### src/sv/dsfa_pkg.sv
`timescale 1ns / 1ps
// ----------------------------------------------------------------------------
// dsfa_pkg: shared types and constants of the spring force accumulator
// Holds the sequencer states and the default parameter values.
// ----------------------------------------------------------------------------
package dsfa_pkg;

    localparam int FRAC_BITS_DEF   = 16;
    localparam int VALUE_WIDTH_DEF = 32;

    // Reset value of the damping register, about 0.01 in unsigned Q0.16
    localparam logic [15:0] DAMPING_RESET = 16'd655;

    typedef enum logic [3:0] {
        ST_IDLE,
        ST_SQ,
        ST_SQ_ACC,
        ST_ROOT,
        ST_DIFF,
        ST_MUL_DIFF,
        ST_DIV,
        ST_MUL_K,
        ST_MUL_DAMP,
        ST_ACC,
        ST_EMIT
    } t_state;

endpackage

### src/sv/damped_spring_force_accumulator.sv
`timescale 1ns / 1ps
// ----------------------------------------------------------------------------
// damped_spring_force_accumulator: summed damped Hooke force over connections
// Takes one spring connection per request, adds its force into saturating
// accumulators and sends the totals on the request marked last.
// ----------------------------------------------------------------------------
// A request runs these steps in order: accept, the three squares and their
// sum, the bit-by-bit square root, the length difference, then per axis a
// multiply, the bit-by-bit divide, two multiplies and an accumulate, plus the
// hand-off of the totals to the output register on the last request.
// A zero length skips the divide and its two multiplies. The sequencer shares
// the single 32x32 multiplier, and the single 36-bit subtractor between the
// root and the three divisions. Input tready is high only while the sequencer
// is idle; a pending result holds off the next request only when a last
// request has new totals to emit. The damping register is always ready; write
// it only while the block is idle.
module damped_spring_force_accumulator #(
    parameter int FRAC_BITS   = dsfa_pkg::FRAC_BITS_DEF,
    parameter int VALUE_WIDTH = dsfa_pkg::VALUE_WIDTH_DEF
) (
    input  logic         i_clk,
    input  logic         i_rst_n,
    // tdata: rel_pos_x[31:0], rel_pos_y[63:32], rel_pos_z[95:64],
    //        rel_vel_x[127:96], rel_vel_y[159:128], rel_vel_z[191:160],
    //        rest_length[222:192], spring_stiffness[253:223], zero pad
    input  logic         s_axis_tvalid,
    output logic         s_axis_tready,
    input  logic [255:0] s_axis_tdata,
    input  logic         s_axis_tlast,     // last_connection
    // tdata: force_x[31:0], force_y[63:32], force_z[95:64]
    output logic         m_axis_tvalid,
    input  logic         m_axis_tready,
    output logic [95:0]  m_axis_tdata,
    output logic         m_axis_tuser,     // zero_length_seen
    // damping_coeff register, unsigned Q0.16
    input  logic         i_cfg_valid,
    output logic         o_cfg_ready,
    input  logic [15:0]  i_cfg_data
);

    // Force arithmetic width: spring product >> FRAC_BITS fits in 64 bits,
    // two more bits for sign and the damping subtraction.
    localparam int FW = 66;
    localparam logic signed [FW-1:0] F_HI =
        {{(FW-VALUE_WIDTH+1){1'b0}}, {(VALUE_WIDTH-1){1'b1}}};
    localparam logic signed [FW-1:0] F_LO = ~F_HI;
    localparam logic signed [FW-1:0] O_HI = {{(FW-31){1'b0}}, {31{1'b1}}};
    localparam logic signed [FW-1:0] O_LO = ~O_HI;

    dsfa_pkg::t_state r_state, n_state;

    // Per-connection operands, stored as magnitude and sign
    logic [31:0] r_dmag [3];
    logic        r_dneg [3];
    logic [31:0] r_vmag [3];
    logic        r_vneg [3];
    logic [30:0] r_rest;
    logic [30:0] r_k;
    logic        r_last;
    logic [1:0]  r_axis;
    logic [4:0]  r_cnt;

    logic [15:0] r_damp;

    logic [63:0] r_prod;      // multiplier output, also dividend/quotient
    logic [63:0] r_sq;        // sum of squares, shifted out by the root
    logic [32:0] r_rem;       // root remainder
    logic [31:0] r_root;      // length once the root is done
    logic [31:0] r_dfmag;     // |rest - length|
    logic        r_dfneg;
    logic [63:0] r_spring;

    logic signed [VALUE_WIDTH-1:0] r_acc [3];
    logic                          r_flag;

    logic [95:0] r_out_data;
    logic        r_out_user;
    logic        r_out_valid;

    // Shared multiplier and subtractor
    logic [31:0] mul_a, mul_b;
    logic [63:0] mul_p;
    logic [34:0] sub_a, sub_b;
    logic [35:0] sub_d;
    logic        len_zero;

    assign mul_p    = mul_a * mul_b;
    assign sub_d    = {1'b0, sub_a} - {1'b0, sub_b};
    assign len_zero = (r_root == 32'd0);

    // Input field unpacking
    logic signed [31:0] in_d [3];
    logic signed [31:0] in_v [3];
    always_comb begin
        for (int i = 0; i < 3; i++) begin
            in_d[i] = s_axis_tdata[32*i +: 32];
            in_v[i] = s_axis_tdata[96 + 32*i +: 32];
        end
    end

    // Next state
    always_comb begin
        n_state = r_state;
        unique case (r_state)
            dsfa_pkg::ST_IDLE: begin
                if (s_axis_tvalid) n_state = dsfa_pkg::ST_SQ;
            end
            dsfa_pkg::ST_SQ:     n_state = dsfa_pkg::ST_SQ_ACC;
            dsfa_pkg::ST_SQ_ACC: begin
                n_state = (r_axis == 2'd2) ? dsfa_pkg::ST_ROOT : dsfa_pkg::ST_SQ;
            end
            dsfa_pkg::ST_ROOT: begin
                if (r_cnt == 5'd31) n_state = dsfa_pkg::ST_DIFF;
            end
            dsfa_pkg::ST_DIFF: begin
                n_state = len_zero ? dsfa_pkg::ST_MUL_DAMP : dsfa_pkg::ST_MUL_DIFF;
            end
            dsfa_pkg::ST_MUL_DIFF: n_state = dsfa_pkg::ST_DIV;
            dsfa_pkg::ST_DIV: begin
                if (r_cnt == 5'd31) n_state = dsfa_pkg::ST_MUL_K;
            end
            dsfa_pkg::ST_MUL_K:    n_state = dsfa_pkg::ST_MUL_DAMP;
            dsfa_pkg::ST_MUL_DAMP: n_state = dsfa_pkg::ST_ACC;
            dsfa_pkg::ST_ACC: begin
                if (r_axis == 2'd2)
                    n_state = r_last ? dsfa_pkg::ST_EMIT : dsfa_pkg::ST_IDLE;
                else
                    n_state = len_zero ? dsfa_pkg::ST_MUL_DAMP : dsfa_pkg::ST_MUL_DIFF;
            end
            dsfa_pkg::ST_EMIT: begin
                if (!r_out_valid || m_axis_tready) n_state = dsfa_pkg::ST_IDLE;
            end
            default: n_state = dsfa_pkg::ST_IDLE;
        endcase
    end

    // Unit operand selection and handshake outputs
    always_comb begin
        s_axis_tready = 1'b0;
        mul_a         = 32'd0;
        mul_b         = 32'd0;
        sub_a         = {r_rem, r_sq[63:62]};
        sub_b         = {1'b0, r_root, 2'b01};
        unique case (r_state)
            dsfa_pkg::ST_IDLE: s_axis_tready = 1'b1;
            dsfa_pkg::ST_SQ: begin
                mul_a = r_dmag[r_axis];
                mul_b = r_dmag[r_axis];
            end
            dsfa_pkg::ST_MUL_DIFF: begin
                mul_a = r_dfmag;
                mul_b = r_dmag[r_axis];
            end
            dsfa_pkg::ST_DIV: begin
                sub_a = {2'b00, r_prod[63:31]};
                sub_b = {3'b000, r_root};
            end
            dsfa_pkg::ST_MUL_K: begin
                mul_a = r_prod[31:0];
                mul_b = {1'b0, r_k};
            end
            dsfa_pkg::ST_MUL_DAMP: begin
                mul_a = r_vmag[r_axis];
                mul_b = {16'd0, r_damp};
            end
            default: ;
        endcase
    end

    // Per-axis force and saturating accumulate
    logic signed [FW-1:0]          spr_s, dmp_s, force_w;
    logic signed [VALUE_WIDTH-1:0] force_sat;
    logic signed [VALUE_WIDTH:0]   acc_sum;
    logic signed [VALUE_WIDTH-1:0] acc_new;
    logic [63:0]                   dmp_mag;
    always_comb begin
        dmp_mag = r_prod >> FRAC_BITS;
        spr_s   = (r_dfneg ^ r_dneg[r_axis]) ? -$signed({2'b00, r_spring})
                                             :  $signed({2'b00, r_spring});
        dmp_s   = r_vneg[r_axis] ? -$signed({2'b00, dmp_mag})
                                 :  $signed({2'b00, dmp_mag});
        force_w = spr_s - dmp_s;
        if (force_w > F_HI)      force_sat = F_HI[VALUE_WIDTH-1:0];
        else if (force_w < F_LO) force_sat = F_LO[VALUE_WIDTH-1:0];
        else                     force_sat = force_w[VALUE_WIDTH-1:0];
        acc_sum = {r_acc[r_axis][VALUE_WIDTH-1], r_acc[r_axis]}
                + {force_sat[VALUE_WIDTH-1], force_sat};
        if (acc_sum[VALUE_WIDTH] != acc_sum[VALUE_WIDTH-1])
            acc_new = acc_sum[VALUE_WIDTH] ? F_LO[VALUE_WIDTH-1:0]
                                           : F_HI[VALUE_WIDTH-1:0];
        else
            acc_new = acc_sum[VALUE_WIDTH-1:0];
    end

    // Totals clamped to the 32-bit output range
    logic [95:0] out_sat;
    always_comb begin
        logic signed [FW-1:0] e;
        for (int i = 0; i < 3; i++) begin
            e = FW'(r_acc[i]);
            if (e > O_HI)      out_sat[32*i +: 32] = O_HI[31:0];
            else if (e < O_LO) out_sat[32*i +: 32] = O_LO[31:0];
            else               out_sat[32*i +: 32] = e[31:0];
        end
    end

    logic [32:0] diff_w;
    assign diff_w = {2'b00, r_rest} - {1'b0, r_root};

    // Control registers
    always_ff @(posedge i_clk) begin
        if (!i_rst_n) begin
            r_state     <= dsfa_pkg::ST_IDLE;
            r_damp      <= dsfa_pkg::DAMPING_RESET;
            r_flag      <= 1'b0;
            r_out_valid <= 1'b0;
            for (int i = 0; i < 3; i++) r_acc[i] <= '0;
        end else begin
            r_state <= n_state;
            if (i_cfg_valid) r_damp <= i_cfg_data;
            if (r_state == dsfa_pkg::ST_DIFF && len_zero) r_flag <= 1'b1;
            if (r_state == dsfa_pkg::ST_ACC) r_acc[r_axis] <= acc_new;
            if (r_state == dsfa_pkg::ST_EMIT && (!r_out_valid || m_axis_tready)) begin
                r_out_valid <= 1'b1;
                r_flag      <= 1'b0;
                for (int i = 0; i < 3; i++) r_acc[i] <= '0;
            end else if (m_axis_tready) begin
                r_out_valid <= 1'b0;
            end
        end
    end

    // Datapath registers
    always_ff @(posedge i_clk) begin
        case (r_state)
            dsfa_pkg::ST_IDLE: begin
                for (int i = 0; i < 3; i++) begin
                    r_dmag[i] <= in_d[i][31] ? 32'(-in_d[i]) : in_d[i];
                    r_dneg[i] <= in_d[i][31];
                    r_vmag[i] <= in_v[i][31] ? 32'(-in_v[i]) : in_v[i];
                    r_vneg[i] <= in_v[i][31];
                end
                r_rest <= s_axis_tdata[222:192];
                r_k    <= s_axis_tdata[253:223];
                r_last <= s_axis_tlast;
                r_axis <= 2'd0;
                r_sq   <= 64'd0;
            end
            dsfa_pkg::ST_SQ: r_prod <= mul_p;
            dsfa_pkg::ST_SQ_ACC: begin
                r_sq   <= r_sq + r_prod;
                r_axis <= r_axis + 2'd1;
                r_cnt  <= 5'd0;
                r_rem  <= 33'd0;
                r_root <= 32'd0;
            end
            dsfa_pkg::ST_ROOT: begin
                if (!sub_d[35]) begin
                    r_rem  <= sub_d[32:0];
                    r_root <= {r_root[30:0], 1'b1};
                end else begin
                    r_rem  <= sub_a[32:0];
                    r_root <= {r_root[30:0], 1'b0};
                end
                r_sq  <= {r_sq[61:0], 2'b00};
                r_cnt <= r_cnt + 5'd1;
            end
            dsfa_pkg::ST_DIFF: begin
                r_dfneg  <= diff_w[32];
                r_dfmag  <= diff_w[32] ? 32'(-diff_w) : diff_w[31:0];
                r_axis   <= 2'd0;
                r_spring <= 64'd0;
            end
            dsfa_pkg::ST_MUL_DIFF: begin
                r_prod <= mul_p;
                r_cnt  <= 5'd0;
            end
            dsfa_pkg::ST_DIV: begin
                if (!sub_d[35]) r_prod <= {sub_d[31:0], r_prod[30:0], 1'b1};
                else            r_prod <= {r_prod[62:0], 1'b0};
                r_cnt <= r_cnt + 5'd1;
            end
            dsfa_pkg::ST_MUL_K: r_prod <= mul_p;
            dsfa_pkg::ST_MUL_DAMP: begin
                r_spring <= len_zero ? 64'd0 : (r_prod >> FRAC_BITS);
                r_prod   <= mul_p;
            end
            dsfa_pkg::ST_ACC: begin
                if (r_axis != 2'd2) r_axis <= r_axis + 2'd1;
            end
            dsfa_pkg::ST_EMIT: begin
                if (!r_out_valid || m_axis_tready) begin
                    r_out_data <= out_sat;
                    r_out_user <= r_flag;
                end
            end
            default: ;
        endcase
    end

    assign m_axis_tvalid = r_out_valid;
    assign m_axis_tdata  = r_out_data;
    assign m_axis_tuser  = r_out_user;
    assign o_cfg_ready   = 1'b1;

endmodule

### config.mk
export PLATFORM = sky130hd
export DESIGN_NAME = damped_spring_force_accumulator
export DESIGN_NICKNAME = d
export VERILOG_FILES = /design/src/sv/dsfa_pkg.sv /design/src/sv/damped_spring_force_accumulator.sv
export SDC_FILE = /design/constraint.sdc
export NUM_CORES = 2
export LEC_CHECK = 0
export ABC_CLOCK_PERIOD_IN_PS = 23400
export BUFFER_PORTS_ARGS = -buffer_cell sky130_fd_sc_hd__buf_2
export CAP_MARGIN = 0
export CORE_ASPECT_RATIO = 1.5
export CORE_MARGIN = 1.5
export CORE_UTILIZATION = 55
export DETAILED_ROUTE_END_ITERATION = 10
export PLACE_DENSITY = 0.72
export SLEW_MARGIN = 10
export SYNTH_ARGS = -nofsm -noshare
export SYNTH_HDL_FRONTEND = slang
export SYNTH_SLANG_ARGS = --single-unit
### constraint.sdc
create_clock -name i_clk -period 23.4 [get_ports i_clk]
set_input_delay 1.17 -clock i_clk [delete_from_list [all_inputs] [get_ports i_clk]]
set_output_delay 1.17 -clock i_clk [all_outputs]
set_load 0.02 [all_outputs]
==> key figures <==
Outcome
  – Run status: complete, no violations

STA
  – Total negative slack: 0 ns
  – Total setup violations reported at the end of the flow: 0
  – Final setup skew: roughly 0.083 ns
  – Number of hold violations in the final report: 0
  – Crit path time final: 14.05 ns
  – Slew of the pin with the lowest slew margin: roughly 1.3 ns
  – Minimum setup slack in the final design: approximately 9.3 ns
  – Max-slew violation count: 0
  – Worst max-slew margin expressed relative to the limit: about a tenth
  – Final Cycle Share: ~60%
  – Maximum clock rate: 0.07117 GHz
  – RSZ-0062 raised after global routing: no

Yosys
  – Post-Syn Instances: between 8000 and 9000
  – Largest cells by area after synthesis: sky130_fd_sc_hd__edfxtp_1 (28%), sky130_fd_sc_hd__fa_1 (22%), sky130_fd_sc_hd__ha_1 (7.6%), sky130_fd_sc_hd__nand2_1 (6.4%), sky130_fd_sc_hd__inv_1 (5.2%)
  – Leading cell types by count after synthesis: sky130_fd_sc_hd__nand2_1 (1425), sky130_fd_sc_hd__inv_1 (1157), sky130_fd_sc_hd__fa_1 (901)
  – Post-synthesis instance area: 83030 µm²
  – Most common flop cell mapped by yosys: sky130_fd_sc_hd__edfxtp_1
  – Largest area contributor in the netlist: sky130_fd_sc_hd__edfxtp_1
  – Most numerous cell in the Yosys netlist: sky130_fd_sc_hd__nand2_1
  – Number of flops mapped to enable cells by yosys: 767
  – Proportion of synthesized flip-flops having asynchronous set or reset: 0%
  – Number of library cell types mapped by synthesis: between 100 and 150
  – Fraction of the yosys area taken by sequential cells: between 20 and 30%
  – Syn Nets: between 10000 and 15000
  – Post-synthesis area per instance: about 9.3 µm²
  – Area share of the largest cell type after synthesis: between 20 and 30%
  – Synthesis warning total: 0
  – Synth Register Bits: 791

Clock tree
  – Longest Clk Path Bufs: 3
  – H-Tree Level Count: 3
  – Inserted Clock Buffers: a little under 80
  – Clock edge transition at the registers on the reported setup and hold paths: ~0.07 ns
  – Post-CTS Setup Repair Bufs: 0
  – TritonCTS Sinks: around 790
  – Source-to-sink clock delay at the later pin of the worst-skew pair: 0.74 ns
  – CTS tree: done
  – Number of hold-repair buffers added at the cts stage: 0
  – Resized Gates After CTS: 0
  – CTS Root Cell: sky130_fd_sc_hd__clkbuf_16

Routing
  – Met2 WL: 129200 µm
  – Post-route DRC: 0
  – Antenna viol nets, final: 0
  – Metal-1 WL: between 80000 and 90000 µm
  – Length of routed met3 wiring: ~17000 µm
  – Drt wl/cell: 23.45 µm
  – Iteration-0 DRC count of the detailed router: a little under 5000
  – Overall via count from detail_route: between 60000 and 70000
  – Average vias per placed instance: 5.994
  – Top layer used by detailed routing: met5
  – Post-detailed-routing wire length: around 260000 µm
  – Pre-antenna DRT Iters: 5

Placed design
  – Dpl ws: 9.551 ns
  – Global placement routability congestion: between 1 and 1.5
  – Post-detailed-placement cell area: 86610 µm²
  – Count of port buffers added during placement: 374
  – Final HPWL DP: roughly 200000 µm

Finish
  – Number of filler instances in the final layout: between 10000 and 15000
  – Util after Layout: about three fifths
  – Finished layout cell area: about 89000 µm²
  – Layout cells sized above 1: 8.974%
  – Number of nets in the layout: approximately 11000
  – Syn-to-layout area delta: 7.598%

Setup path
  – Cell at the slowest stage of the critical path: sky130_fd_sc_hd__o41ai_1
  – Category of the worst setup path launch point: register
  – Delay-heaviest family, CP: simple AND/OR/NAND/NOR gates
  – Crit path capture type: register
  – Worst Path Required: 23.80 ns
  – Critical path buffer and inverter count: 3
  – Type of the setup path with the least slack: register to register
  – WP data arrival: about 14 ns
  – Maximum net fanout on the critical path: 31
  – Critical path's largest stage delay: around 0.9 ns

Floorplanning
  – Die Y: 478.9 µm
  – Horizontal die dimension: 320.2 µm
  – Site Rows: between 150 and 200
  – Area inside the core boundary: 149800 µm²
  – Count of pins on the block boundary: approximately 380
  – Initial standard-cell utilization of the core: about 55%
  – Die outline area: roughly 150000 µm²

Global route
  – Number of global-route vias before repair: about 68000
  – Number of antenna violations at the first check in global routing: 46
  – Residual overflow from global routing: 0
  – Pin count of the biggest net entering global routing: between 90 and 100
  – Wire length of the first global-routing pass: 391300 µm
  – Total track usage: roughly a third

Flow run
  – Max-Cap Viols: 0

Min path
  – Hold Crit Class: register to register
==> cell usage in the layout (no fill, tap or decap), types with 46 or more instances in the layout <==
cell type,Yosys,final
sky130_fd_sc_hd__clkbuf_16,0,80
sky130_fd_sc_hd__nand2b_1,60,60
sky130_fd_sc_hd__buf_4,6,125
sky130_fd_sc_hd__mux2i_1,90,90
sky130_fd_sc_hd__o21a_1,46,46
sky130_fd_sc_hd__nand3_1,72,70
sky130_fd_sc_hd__ha_1,503,503
sky130_fd_sc_hd__nor3_1,61,55
sky130_fd_sc_hd__buf_2,5,374
sky130_fd_sc_hd__a31oi_1,54,53
sky130_fd_sc_hd__nand2_1,1425,1420
sky130_fd_sc_hd__or3_1,60,60
sky130_fd_sc_hd__a21o_1,181,181
sky130_fd_sc_hd__nand4_1,56,56
sky130_fd_sc_hd__and2_1,204,203
sky130_fd_sc_hd__xnor2_1,373,372
sky130_fd_sc_hd__o21ai_0,390,372
sky130_fd_sc_hd__a21oi_1,451,450
sky130_fd_sc_hd__fa_1,901,901
sky130_fd_sc_hd__a22oi_1,48,48
sky130_fd_sc_hd__edfxtp_1,767,767
sky130_fd_sc_hd__o31ai_1,72,72
sky130_fd_sc_hd__nor2b_1,63,62
sky130_fd_sc_hd__nor2_1,540,535
sky130_fd_sc_hd__xor2_1,171,170
sky130_fd_sc_hd__o21ai_2,0,50
sky130_fd_sc_hd__inv_1,1157,1156
==> worst paths after layout <==
kind                                            startpoint                             end  slack, ns  cells past startpoint
worst max-delay path                  r_prod[19]$_DFFE_PP_      r_acc[1][14]$_SDFFCE_PN0P_       9.35                     40
worst min-delay path            r_acc[0][15]$_SDFFCE_PN0P_  m_axis_tdata[15]$_SDFFCE_PN1P_       0.44                      0
worst max register to register        r_prod[19]$_DFFE_PP_      r_acc[1][14]$_SDFFCE_PN0P_       9.35                     40
worst min register to register  r_acc[0][15]$_SDFFCE_PN0P_  m_axis_tdata[15]$_SDFFCE_PN1P_       0.44                      0
==> metrics by stage <==
stage                     cells  hold WS (ns)
after floorplan            8884        0.4082
after global placement    10804        0.4251
after detailed placement  10804        0.4285
after CTS                 10951        0.4295
after global routing      10980        0.4396
final                     10987        0.4356
==> flip-flops by register name, summed over array words and instances, names as in the netlist, 33 cells and up, named ones only <==
register / count
r_dmag: 96
r_acc: 128
m_axis_tdata: 96
r_spring: 48
r_prod: 64
r_sq: 64
r_rem: 33
r_vmag: 96
==> cells by family (layout without fill, tap and decap cells) <==
family                     count (synthesis)  count (layout)  share of synthesized area, %
and+or+nand+nor                         2741            2741                         14.76
buffers and inverters                   1673            1804                         7.702
AOI/OAI and AO/OA                       1594            1594                         12.04
adders and majority gates               1414            1414                         29.43
DFF                                      791             791                         28.32
xor gates and xnor gates                 544             544                         5.739
muxes                                    126             126                         2.007
other                                      1              37                      0.004517
==> metal layers <==
layer / up-vias / global-route usage (%)
li1: 29632 / -
met1: 32570 / 36.51
met2: 2843 / 58.91
met3: 801 / 4.802
met4: 6 / 26.63
met5: - / 0
==> layout make-up <==
cell class | instances | area (µm²) | share of cell area, %
sequential | 791 | 23520 | 26.33
inverter | 1158 | 4354 | 4.874
multi-input combinational | 6420 | 53500 | 59.89
timing repair buffer | 499 | 2810 | 3.146
tap | 1936 | 2422 | 2.712
clock buffer | 94 | 2064 | 2.311
antenna | 36 | 90.09 | 0.1008
clock inverter | 53 | 570.5 | 0.6387
Power is left out: the tool's default activity adds up to more than one toggle a clock period on the data nets, which glitch-free logic cannot reach.
